--- config.mk ---
export PLATFORM = sky130hd
export DESIGN_NAME = wyh_ctrl
export DESIGN_NICKNAME = d
export VERILOG_FILES = /design/src/rtl/wyh_pkg.sv /design/src/rtl/wyh_ctrl.sv
export SDC_FILE = /design/constraint.sdc
export NUM_CORES = 1
export LEC_CHECK = 0
export BUFFER_PORTS_ARGS = -buffer_cell sky130_fd_sc_hd__buf_4
export CAP_MARGIN = 20
export CORE_AREA = 2 2 39 41
export CTS_CLUSTER_SIZE = 24
export DETAILED_ROUTE_END_ITERATION = 7
export DIE_AREA = 0 0 41 43
export HOLD_SLACK_MARGIN = 0.03
export PLACE_DENSITY = 0.64
export REMOVE_ABC_BUFFERS = 1
export SYNTH_ARGS = -nofsm -noshare
export SYNTH_HDL_FRONTEND = slang
export SYNTH_SLANG_ARGS = --single-unit
--- constraint.sdc ---
create_clock -name aclk -period 1.3 [get_ports aclk]
set_input_delay 0 -clock aclk [delete_from_list [all_inputs] [get_ports aclk]]
set_output_delay 0 -clock aclk [all_outputs]
set_load 0.005 [all_outputs]
--- src/rtl/wyh_pkg.sv ---
// wyh_pkg: shared codes and types for the wyhash_64 block.
// Holds controller op codes, operand selects, register indexes and the
// command and status structs that join the controller and the datapath.
package wyh_pkg;

    localparam int WIN_BYTES = 72;
    localparam int RECENT    = 16;
    localparam int BLOCK     = 48;
    localparam int CHUNK     = 16;

    localparam int CFG_IDX_W = 3;
    localparam logic [CFG_IDX_W-1:0] CFG_SEED = 3'd0;
    localparam logic [CFG_IDX_W-1:0] CFG_SEC0 = 3'd1;
    localparam logic [CFG_IDX_W-1:0] CFG_SEC1 = 3'd2;
    localparam logic [CFG_IDX_W-1:0] CFG_SEC2 = 3'd3;
    localparam logic [CFG_IDX_W-1:0] CFG_SEC3 = 3'd4;

    localparam logic [2:0] OP_NONE  = 3'd0;
    localparam logic [2:0] OP_LOAD  = 3'd1;
    localparam logic [2:0] OP_START = 3'd2;
    localparam logic [2:0] OP_WB    = 3'd3;
    localparam logic [2:0] OP_FINIT = 3'd4;

    localparam logic [2:0] SEL_L0  = 3'd0;
    localparam logic [2:0] SEL_L1  = 3'd1;
    localparam logic [2:0] SEL_L2  = 3'd2;
    localparam logic [2:0] SEL_F16 = 3'd3;
    localparam logic [2:0] SEL_FA  = 3'd4;
    localparam logic [2:0] SEL_FB  = 3'd5;

    typedef struct packed {
        logic [2:0] op;
        logic [2:0] sel;
    } wyh_cmd_t;

    typedef struct packed {
        logic need_block;
        logic short_path;
        logic chunk_left;
        logic mix_done;
        logic out_busy;
    } wyh_stat_t;

endpackage

--- src/rtl/wyh_ctrl.sv ---
// wyh_ctrl: controller state machine of the hash block.
// Sequences word loads, 48-byte lane mixes and the final mixes; uses wyh_pkg.
module wyh_ctrl
    import wyh_pkg::*;
(
    input  logic      aclk,
    input  logic      aresetn,
    input  logic      s_valid,
    output logic      s_ready,
    input  logic      s_last,
    input  wyh_stat_t stat,
    output wyh_cmd_t  cmd
);

    localparam logic [2:0] S_IDLE  = 3'd0;
    localparam logic [2:0] S_CHECK = 3'd1;
    localparam logic [2:0] S_START = 3'd2;
    localparam logic [2:0] S_WAIT  = 3'd3;
    localparam logic [2:0] S_NEXT  = 3'd4;
    localparam logic [2:0] S_FINIT = 3'd5;

    logic [2:0] state_reg, state_next;
    logic [2:0] sel_reg, sel_next;
    logic       last_reg, last_next;

    always_comb begin
        state_next = state_reg;
        sel_next   = sel_reg;
        last_next  = last_reg;
        cmd.op     = OP_NONE;
        cmd.sel    = sel_reg;
        s_ready    = 1'b0;
        unique case (state_reg)
            S_IDLE: begin
                s_ready = 1'b1;
                if (s_valid) begin
                    cmd.op     = OP_LOAD;
                    last_next  = s_last;
                    state_next = S_CHECK;
                end
            end
            S_CHECK: begin
                priority if (stat.need_block) begin
                    sel_next   = SEL_L0;
                    state_next = S_START;
                end else if (last_reg) begin
                    state_next = S_FINIT;
                end else begin
                    state_next = S_IDLE;
                end
            end
            S_FINIT: begin
                cmd.op     = OP_FINIT;
                state_next = S_NEXT;
            end
            S_NEXT: begin
                sel_next   = (!stat.short_path && stat.chunk_left) ? SEL_F16 : SEL_FA;
                state_next = S_START;
            end
            S_START: begin
                cmd.op     = OP_START;
                state_next = S_WAIT;
            end
            S_WAIT: begin
                // hold the final result until the output register is free
                if (stat.mix_done && !(sel_reg == SEL_FB && stat.out_busy)) begin
                    cmd.op = OP_WB;
                    unique case (sel_reg)
                        SEL_L0: begin
                            sel_next   = SEL_L1;
                            state_next = S_START;
                        end
                        SEL_L1: begin
                            sel_next   = SEL_L2;
                            state_next = S_START;
                        end
                        SEL_L2:  state_next = last_reg ? S_FINIT : S_IDLE;
                        SEL_F16: state_next = S_NEXT;
                        SEL_FA: begin
                            sel_next   = SEL_FB;
                            state_next = S_START;
                        end
                        default: state_next = S_IDLE;
                    endcase
                end
            end
            default: state_next = S_IDLE;
        endcase
    end

    always_ff @(posedge aclk) begin
        if (!aresetn) begin
            state_reg <= S_IDLE;
            sel_reg   <= SEL_L0;
            last_reg  <= 1'b0;
        end else begin
            state_reg <= state_next;
            sel_reg   <= sel_next;
            last_reg  <= last_next;
        end
    end

endmodule

# After elaboration in Yosys (flattened, before gate mapping)
# Index checks and enable logic that the tools add are counted.
totals:
  regBits: 7
  latch_bits: 0
  ramBits: 0
  mem_bits_ro: 0
  in_bits: 9
  out_inout_bits: 7
  word_cells: 44
  memories: 0
op_classes:
  addsub: 0
  mul: 0
  div: 0
  magnitude_cmp: 0
  eq_ne: 14
  shifts: 0
  mux: 15
  bitwise_logic: 0
  reduce_logical: 12
op_table:
  columns: ["cell", "n"]
  rows:
  - ["$pmux 3 s3", 3]
  - ["$mux 3", 7]
  - ["$pmux 3 s6", 1]
  - ["$eq 3x2->1 const B", 4]
  - ["$eq 3x3->1 const B", 4]
  - ["$pmux 3 s4", 1]
  - ["$eq 3x1->1 const B", 2]
  - ["$logic_not 3->1", 2]
  - ["$ne 2x2->1 const B", 3]
  - ["$ne 4x4->1 const B", 1]
  - ["$reduce_and 2->1", 2]
  - ["$reduce_and 4->1", 1]
  - ["$logic_and 1x1->1", 3]
  - ["$reduce_bool 3->1", 1]
  - ["$reduce_or 3->1", 1]
  - ["$logic_not 1->1", 2]
  - ["$mux 1", 2]
  - ["$mux 2", 1]

# Depth between registers and ports, before layout
# Gate-level depths: netlist of run 1.
depth:
  word_depth: 6
  depth_mapped: 5
  mapped_depth_nobuf: 4

# Worst setup path after synthesis of run 1
# No wires, ideal clock.
synth_path:
  kind: "reg-to-reg"
  startpoint: "register state_reg[2]"
  endpoint: "register sel_reg[1]"
  setup_time_ps: 121
  t_arrival_ps: 1116
  required_ps: 1179
  setup_slack_ps: 63
  stages_incl_launch_ff: 6
  path_buffers: 1
  period_less_slack_ps: 1237
  cell_sequence: "dfxtp_1 or3b_1 buf_2 and2_4 a21oi_1 nor3_2"
synth_between:
  elab_chain_len: 3
  elab_cells_between_ends: 9
  cone_classes: "eq/ne (6); mux (1); reduce/logical (2)"
synth_rtl:
  columns: ["item", "line_no", "rtl"]
  rows:
  - ["start, declared", "wyh_ctrl.sv:22", "logic [2:0] state_reg, state_next;"]
  - ["start signal, assigned", "wyh_ctrl.sv:97", "state_reg <= state_next;"]
  - ["$eq 3x2->1, or another cell as far along", "wyh_ctrl.sv:33", "unique case (state_reg)"]
  - ["$ne 4x4->1 (no source line), or another cell as far along", null, null]
  - ["$reduce_and 4->1 (no source line)", null, null]
  - ["end signal, assigned", "wyh_ctrl.sv:98", "sel_reg <= sel_next;"]
  - ["end, declared", "wyh_ctrl.sv:23", "logic [2:0] sel_reg, sel_next;"]
# Parallel ways exist; a longest one is shown, timed or not.
# A chain may end at the register's enable or synchronous reset.

# Worst setup path in the final report of run 1
layout_path:
  startpoint: "register sel_reg[1]"
  endpoint: "register sel_reg[1]"
layout_between:
  elab_chain_len: 6
  elab_cells_between_ends: 13
  cone_classes: "eq/ne (5); mux (3); reduce/logical (5)"
layout_rtl:
  columns: ["item", "line_no", "rtl"]
  rows:
  - ["$eq 3x3->1", "wyh_ctrl.sv:66", "if (stat.mix_done && !(sel_reg == SEL_FB && stat.out_busy)) begin"]
  - ["$logic_and 1x1->1", "wyh_ctrl.sv:66", null]
  - ["$logic_not 1->1", "wyh_ctrl.sv:66", null]
  - ["$logic_and 1x1->1", "wyh_ctrl.sv:66", null]
  - ["$ne 2x2->1 (no source line)", null, null]
  - ["$reduce_and 4->1 (no source line)", null, null]
# Parallel ways exist; a longest one is shown, timed or not. The select of a mux whose other input is x is not followed.

==> results of run 1 <==
[metrics by stage]
stage	cell area, um^2	worst slack [ns]	setup TNS [ns]
2_1_floorplan	510	-0.0545	-0.109
3_3_place_gp	696	0.0303	0
6_report	876	0.00785	0
3_5_place_dp	696	0.00621	0
5_1_grt	876	-0.0487	-0.128
4_1_cts	800	-0.00753	-0.00753
[report_power, final]
group / total (mW) / switching (mW) / internal [mW]
clock: 0.214 / 0.100 / 0.114
combinational: 0.248 / 0.106 / 0.141
sequential: 0.242 / 0.0130 / 0.229
[layer usage]
| layer | up-vias | part of all wire |
|---|---|---|
| met2 | 28 | 0.52 |
| met5 | - | 0 |
| met4 | 0 | 0.0088 |
| li1 | 319 | - |
| met3 | 2 | 0.064 |
| met1 | 307 | 0.40 |
[cell type report]
cell class                 count  area share
multi-input combinational     58       0.500
timing repair buffer          30       0.269
sequential                     7       0.173
clock buffer                   3      0.0257
tap                           16      0.0229
clock inverter                 1     0.00571
inverter                       1     0.00429
[cells in the final DEF, fill, tap and decap left out, types with 3 or more instances in the layout]
cell,n
nand4b_1,3
dfxtp_2,3
nand2_1,7
buf_4,27
nor3_2,5
nand2b_1,3
clkbuf_4,3
a21oi_1,6
a21oi_2,3
[worst paths after layout]
path / start / end / slack, ns / cells after the start
min: aresetn / sel_reg[2] / 0.01 / 3
max reg2reg: sel_reg[1] / sel_reg[1] / 0.008 / 5
min reg2reg: last_reg / last_reg / 0.50 / 2
max: sel_reg[1] / sel_reg[1] / 0.008 / 5
[cells by family after synthesis]
logic type / after synthesis / share of synthesized area
AOI/OAI and AO/OA: 19 / 0.224
and+or+nand+nor: 39 / 0.460
buffers and inverters: 5 / 0.0537
DFF: 7 / 0.262
[critical path: stages, from the launching register on]
cell     delay [ns]
dfxtp_4        0.34
buf_4          0.15
or3b_4         0.38
o22ai_1        0.19
a21oi_2        0.05
nor3_2         0.10
[repair_timing]
item / CTS / global route
hold buffers: 1 / 0
setup endpoints to repair: 2 / 7
pin swaps: 2 / 4
gates cloned: 0 / 0
gates resized for setup: 10 / 19
endpoints found under the hold margin: 1 / 0
buffers inserted: 6 / 1
==> results.yml, run 1 <==
final_layout:
  utilization: 0.633
  seq_area_um2: 151
  multiInputGateArea_um2: 438
  diodes: 0
  fillers: 121
  drive_above_1_share: 0.600
  stdcell_count: 116
  syn2layout_area_growth_pct: 63.6
  finalNetCount: 110
grt:
  grt_use_met1: 0.225
  grt_pass1_vias: 602
  overflow: 0
  grt.busiest_layer: "met2"
  grt_pass1_wl_um: 2410
  antenna_found_initial: 0
  grt.total_usage: 0.197
  met2_usage: 0.328
  grt_use_met3: 0.0314
  grt_max_degree: 10
floorplanning:
  die-area_mm2: 0.00176
  die_w_um: 41
  core_area_mm2: 0.00138
  die_height_um: 43
  initial_core_util: 0.387
  ioPinCount: 16
  rows: 14
sta:
  period_share: 0.994
  setup_viol: 0
  slew-limit-headroom: 0.855
  drv_slew: 0
  skew_ns: 0.00318
  rsz0062_at_grt: "true"
  holdWs_ns: 0.00962
  hold_violations: 0
  max_slew.worst_pin.slew_ns: 0.215
  fin_crit_ns: 1.29
  max_freq_ghz: 0.774
hold_path:
  hold_path_class: "input pin to register"
route:
  drt-total-wl_um: 1590
  wire_per_inst_um: 13.7
  drc_errors: 0
  first_pass_iters: 4
  drt-vias-per-instance: 5.66
  drtIter0Drc: 8
  antenna_left: 0
  via_count: 656
logic_synthesis:
  synth_largest_area_cell: "dfxtp_1"
  synth_top_area_frac: 0.262
  yosysSeqAreaShare: 0.262
  async_reset_ff_frac: 0
  avgSynthCellArea_um2: 7.65
  synthTopCellsByCount: "a21oi_1, nand2_1, dfxtp_1, nor2_1, nor3_1"
  syn_area_um2: 536
  synth_edf_count: 0
  synthTopCellsByArea: "dfxtp_1, a21oi_1, nand2_1"
  ys_ff_latch: 7
  ys.flop_type: "dfxtp_1"
  syn_inst: 70
  yosysWarningCount: 0
  synth.distinct_cells: 28
placed_design:
  place.port_buffers: 15
  dp_cells: 104
  dp_hpwl_um: 1050
  gp_congestion: 0.851
cts:
  clock_path_buffers: 2
  numCtsBuffers: 3
  cts.htree.levels: 1
  clk_pin_slew_ns: 0.06
  cts_sinks: 7
  cts_tree: "yes"
  cts-root-buf: "clkbuf_4"
  clkLatencyLatePin_ns: 0.26
outcome:
  status: "complete, no violations"
power_and_ir_drop:
  power_leakage_nw: 0.383
  total_power_uw: 703
  powerDensity_mw_per_mm2: 803
  vdd_drop_max_mv: 0.490
setup_path:
  cp-start-kind: "register"
  crit_arrival_ns: 1.48
  cp-end-kind: "register"
  crit_fanout: 8
  required_ns: 1.48
  crit_type: "register to register"
flow_run:
  drv_cap: 0
Power figures use the tool's default switching activity.
==> inputs of run 2 (changes only) <==
--- a/config.mk
+++ b/config.mk
@@ -12,7 +12,7 @@
 export DETAILED_ROUTE_END_ITERATION = 7
 export DIE_AREA = 0 0 41 43
 export HOLD_SLACK_MARGIN = 0.03
-export PLACE_DENSITY = 0.64
+export PLACE_DENSITY = 0.62
 export REMOVE_ABC_BUFFERS = 1
 export SYNTH_ARGS = -nofsm -noshare
 export SYNTH_HDL_FRONTEND = slang
==> constraint.sdc (replaced) <==
create_clock -name aclk -period 1.47 [get_ports aclk]
set_input_delay 0 -clock aclk [delete_from_list [all_inputs] [get_ports aclk]]
set_output_delay 0 -clock aclk [all_outputs]
set_load 0.005 [all_outputs]
==> results.yml, run 2 (synthesized netlist as in run 1, its figures left out) <==
route:
  wl_met1_um: 632
  highest_layer: "met3"
  drtIter0Drc: 22
  wire_per_inst_um: 14.0
  via_count: 604
  drt-total-wl_um: 1510
  wl_met2_um: 761
  antenna_left: 0
  first_pass_iters: 4
  drt-vias-per-instance: 5.59
  met3_length_um: 118
  drc_errors: 0
placed_design:
  dp_slack_ns: 0.161
  place_area_um2: 681
  place.port_buffers: 15
  dp_hpwl_um: 1110
  gp_congestion: 0.844
hold_path:
  hold_path_class: "input pin to register"
cts:
  numCtsBuffers: 3
  clock_path_buffers: 2
  clkLatencyLatePin_ns: 0.25
  cts-root-buf: "clkbuf_4"
  cts.htree.levels: 1
  clk_pin_slew_ns: 0.05
  cts_tree: "yes"
  cts_sinks: 7
final_layout:
  finalNetCount: 102
  final_common_cell: "buf_4"
  fillers: 152
  drive_above_1_share: 0.370
  syn2layout_area_growth_pct: 37.6
  diodes: 0
  final_area_um2: 737
  layout_common_cells: "buf_4, a21oi_1, nand2_1, nor2_1"
power_and_ir_drop:
  vdd_drop_max_mv: 0.598
  combPwrFrac: 0.289
  clockPowerShare: 0.316
  power_leakage_nw: 0.310
  powerDensity_mw_per_mm2: 751
  sequentialPowerShare: 0.395
  swShare: 0.285
  internal-power_uw: 395
  p_switching_uw: 158
sta:
  drv_slew: 0
  max_slew.worst_pin.slew_ns: 0.284
  period_share: 0.956
  setup_ws_ns: 0.0645
  max_freq_ghz: 0.711
  skew_ns: 0.00136
  hold_violations: 0
  fin_setup_tns_ns: 0
  slew-limit-headroom: 0.810
  setup_viol: 0
  fin_crit_ns: 1.41
grt:
  grt.total_usage: 0.194
  grt_pass1_vias: 539
  antenna_found_initial: 0
  grt_max_degree: 14
  grt_pass1_wl_um: 2300
  overflow: 0
setup_path:
  timing.rr.start: "state_reg[2]"
  worstRegToRegCells: 4
  crit_arrival_ns: 1.41
  critPathCapture: "cmd[3]"
  crit_path_start: "sel_reg[1]"
  r2r_slack_ns: 0.12
  cp-start-kind: "register"
  rr_endpoint: "sel_reg[0]"
  cp-end-kind: "primary output"
  required_ns: 1.47
  crit_fanout: 9
  crit_type: "register to primary output"
floorplanning:
  die-area_mm2: 0.00176
  rows: 14
  die_w_um: 41
  initial_core_util: 0.387
  ioPinCount: 16
  core_area_mm2: 0.00138
  die_height_um: 43
outcome:
  status: "complete, no violations"
flow_run:
  drv_cap: 0
## run 2: changes by cell type in the layout (fill, tap and decap cells not counted), sizes merged
cell | before | now
clkinv | 1 | 0
buf | 29 | 21
clkbuf | 3 | 4
## run 2: cell type report
| class | count | area (um^2) | share of cell area |
|---|---|---|---|
| multi-input combinational | 58 | 369 | 0.501 |
| timing repair buffer | 22 | 171 | 0.233 |
| sequential | 7 | 146 | 0.199 |
| clock buffer | 4 | 26.3 | 0.0357 |
| tap | 16 | 20.0 | 0.0272 |
| inverter | 1 | 3.75 | 0.00509 |
## run 2: critical path, cell delays in order (launching register included)
cell,delay [ns]
dfxtp_4,0.38
nand4b_1,0.17
nand2_2,0.10
o2bb2a_1,0.29
nor2_1,0.10
buf_4,0.12
## run 2: per-stage QoR
stage	util	total power, mW	hold slack (ns)	cells
after CTS	0.519	0.557	0.0357	107
after global routing	0.533	0.592	0.0500	108
after detailed placement	0.492	0.377	0.276	102
after floorplan	-	0.299	0.137	66
after global placement	0.492	0.375	0.268	102
final	0.533	0.553	0.0373	108
## run 2: how the worst min path moves through the flow
stage / depth (start not counted) / slack (ns) / from / end
4_1_cts: 3 / 0.04 / aresetn / sel_reg[2]
6_report: 3 / 0.04 / aresetn / sel_reg[2]
5_1_grt: 3 / 0.05 / aresetn / sel_reg[2]
3_3_place_gp: 3 / 0.27 / s_last / last_reg
3_5_place_dp: 3 / 0.28 / s_last / last_reg
2_1_floorplan: 2 / 0.14 / stat[1] / cmd[4]
## run 2: what timing repair did
| action | CTS | global route |
|---|---|---|
| endpoints found under the setup margin | 1 | 1 |
| gates resized for setup | 1 | 5 |
| buffers inserted | 0 | 1 |
| hold buffers | 1 | 0 |
| endpoints found under the hold margin | 1 | 0 |
## run 2: layer usage
metal / GRT usage / up-vias
li1: - / 305
met1: 0.248 / 279
met2: 0.288 / 20
met3: 0.0995 / 0
met4: 0.0333 / 0
met5: 0 / -
## run 2: power groups by stage
| stage | Sequential [mW] | Combinational (mW) | Clock [mW] |
|---|---|---|---|
| finish | 0.219 | 0.160 | 0.175 |
| floorplan | 0.225 | 0.0737 | 0 |
| CTS | 0.218 | 0.158 | 0.181 |
| detailed placement | 0.221 | 0.155 | 0 |
| global placement | 0.221 | 0.154 | 0 |
| global route | 0.221 | 0.176 | 0.195 |
==> inputs of run 3 (changes only) <==
--- a/config.mk
+++ b/config.mk
@@ -7,10 +7,10 @@
 export LEC_CHECK = 0
 export BUFFER_PORTS_ARGS = -buffer_cell sky130_fd_sc_hd__buf_4
 export CAP_MARGIN = 20
-export CORE_AREA = 2 2 39 41
+export CORE_AREA = 8 8 45 47
 export CTS_CLUSTER_SIZE = 24
 export DETAILED_ROUTE_END_ITERATION = 7
-export DIE_AREA = 0 0 41 43
+export DIE_AREA = 0 0 53 55
 export HOLD_SLACK_MARGIN = 0.03
 export PLACE_DENSITY = 0.62
 export REMOVE_ABC_BUFFERS = 1
==> results.yml, run 3 (synthesized netlist as in run 1, its figures left out) <==
floorplanning:
  initial_core_util: 0.387
  die-area_mm2: 0.00292
  rows: 14
  die_w_um: 53
  ioPinCount: 16
  die_height_um: 55
  core_area_mm2: 0.00138
cts:
  cts-root-buf: "clkbuf_4"
  cts_tree: "yes"
  numCtsBuffers: 3
  cts.htree.levels: 1
  clock_path_buffers: 2
  cts_sinks: 7
  clk_pin_slew_ns: 0.06
  clkLatencyLatePin_ns: 0.26
power_and_ir_drop:
  power_leakage_nw: 0.330
  vdd_drop_max_mv: 0.490
  total_power_uw: 564
  clockPowerShare: 0.311
  combPwrFrac: 0.303
  powerDensity_mw_per_mm2: 737
  internal-power_uw: 404
  swShare: 0.283
  p_switching_uw: 160
  sequentialPowerShare: 0.386
hold_path:
  hold_path_class: "input pin to register"
route:
  wire_per_inst_um: 13.9
  drt-total-wl_um: 1560
  drtIter0Drc: 10
  antenna_left: 0
  first_pass_iters: 4
  via_count: 620
  drc_errors: 0
  drt-vias-per-instance: 5.54
grt:
  grt.total_usage: 0.110
  grt_pass1_vias: 546
  overflow: 0
  grt_max_degree: 10
  antenna_found_initial: 0
  grt_pass1_wl_um: 2370
sta:
  fin_crit_ns: 1.35
  skew_ns: 0.0104
  max_slew.worst_pin.slew_ns: 0.223
  hold_violations: 0
  fin_setup_tns_ns: 0
  setup_viol: 0
  setup_ws_ns: 0.123
  rsz0062_at_grt: "false"
  slew-limit-headroom: 0.850
  max_freq_ghz: 0.742
  holdWs_ns: 0.0356
  period_share: 0.917
  drv_slew: 0
final_layout:
  stdcell_count: 112
  layout_common_cells: "buf_4, a21oi_1, nand2_1, nor2_1, nor3_1"
  drive_above_1_share: 0.417
  final_area_um2: 766
  final_common_cell: "buf_4"
  finalNetCount: 106
  utilization: 0.553
  syn2layout_area_growth_pct: 43.0
  diodes: 0
placed_design:
  dp_hpwl_um: 1170
  place_area_um2: 696
  place.port_buffers: 15
  dp_cells: 104
  dp_slack_ns: 0.149
  gp_congestion: 0.810
setup_path:
  crit_type: "register to primary output"
  crit_fanout: 7
  required_ns: 1.47
  cp-start-kind: "register"
  cp-end-kind: "primary output"
  crit_arrival_ns: 1.35
flow_run:
  drv_cap: 0
outcome:
  status: "complete, no violations"
run 3: cell types whose count changed in the layout (fill, tap and decap cells not counted), sizes merged:
cell  delta
buf      +4
run 3: critical path, stage by stage, from the launching register on:
cell,delay [ns]
dfxtp_4,0.37
nand4b_1,0.17
nand2_2,0.08
o2bb2a_2,0.26
nor2_1,0.10
buf_4,0.11
run 3: worst paths after layout:
kind / from / endpoint / slack (ns) / cells after the start
min: aresetn / sel_reg[2] / 0.04 / 3
min reg2reg: last_reg / last_reg / 0.49 / 2
max: sel_reg[1] / cmd[3] / 0.12 / 5
max reg2reg: state_reg[2] / sel_reg[1] / 0.14 / 4
run 3: layout make-up:
cell class / instances / area, um^2
multi-input combinational: 58 / 370
inverter: 1 / 3.75
clock buffer: 4 / 26.3
timing repair buffer: 26 / 198
tap: 16 / 20.0
fill: 132 / 618
sequential: 7 / 148
run 3: per-layer routing:
| metal | up-vias | track usage | share of wire |
|---|---|---|---|
| met5 | - | 0 | 0 |
| met1 | 289 | 0.116 | 0.43 |
| met2 | 16 | 0.189 | 0.50 |
| met4 | 0 | 0.0388 | 0.0051 |
| met3 | 2 | 0.0508 | 0.064 |
| li1 | 313 | - | - |
run 3: power by group through the flow:
stage	combinational [mW]	clock [mW]	sequential [mW]
after floorplan	0.0737	0	0.225
after global placement	0.155	0	0.221
after detailed placement	0.156	0	0.221
after CTS	0.159	0.183	0.218
after global routing	0.187	0.194	0.220
final	0.171	0.176	0.218
run 3: what timing repair did:
| item | in CTS | in global routing |
|---|---|---|
| hold buffers | 1 | 0 |
| setup endpoints to repair | 1 | 1 |
| resized for setup | 1 | 6 |
| buffers inserted | 0 | 3 |
| pin swaps | 0 | 3 |
| endpoints found under the hold margin | 1 | 0 |
| cloned | 0 | 0 |
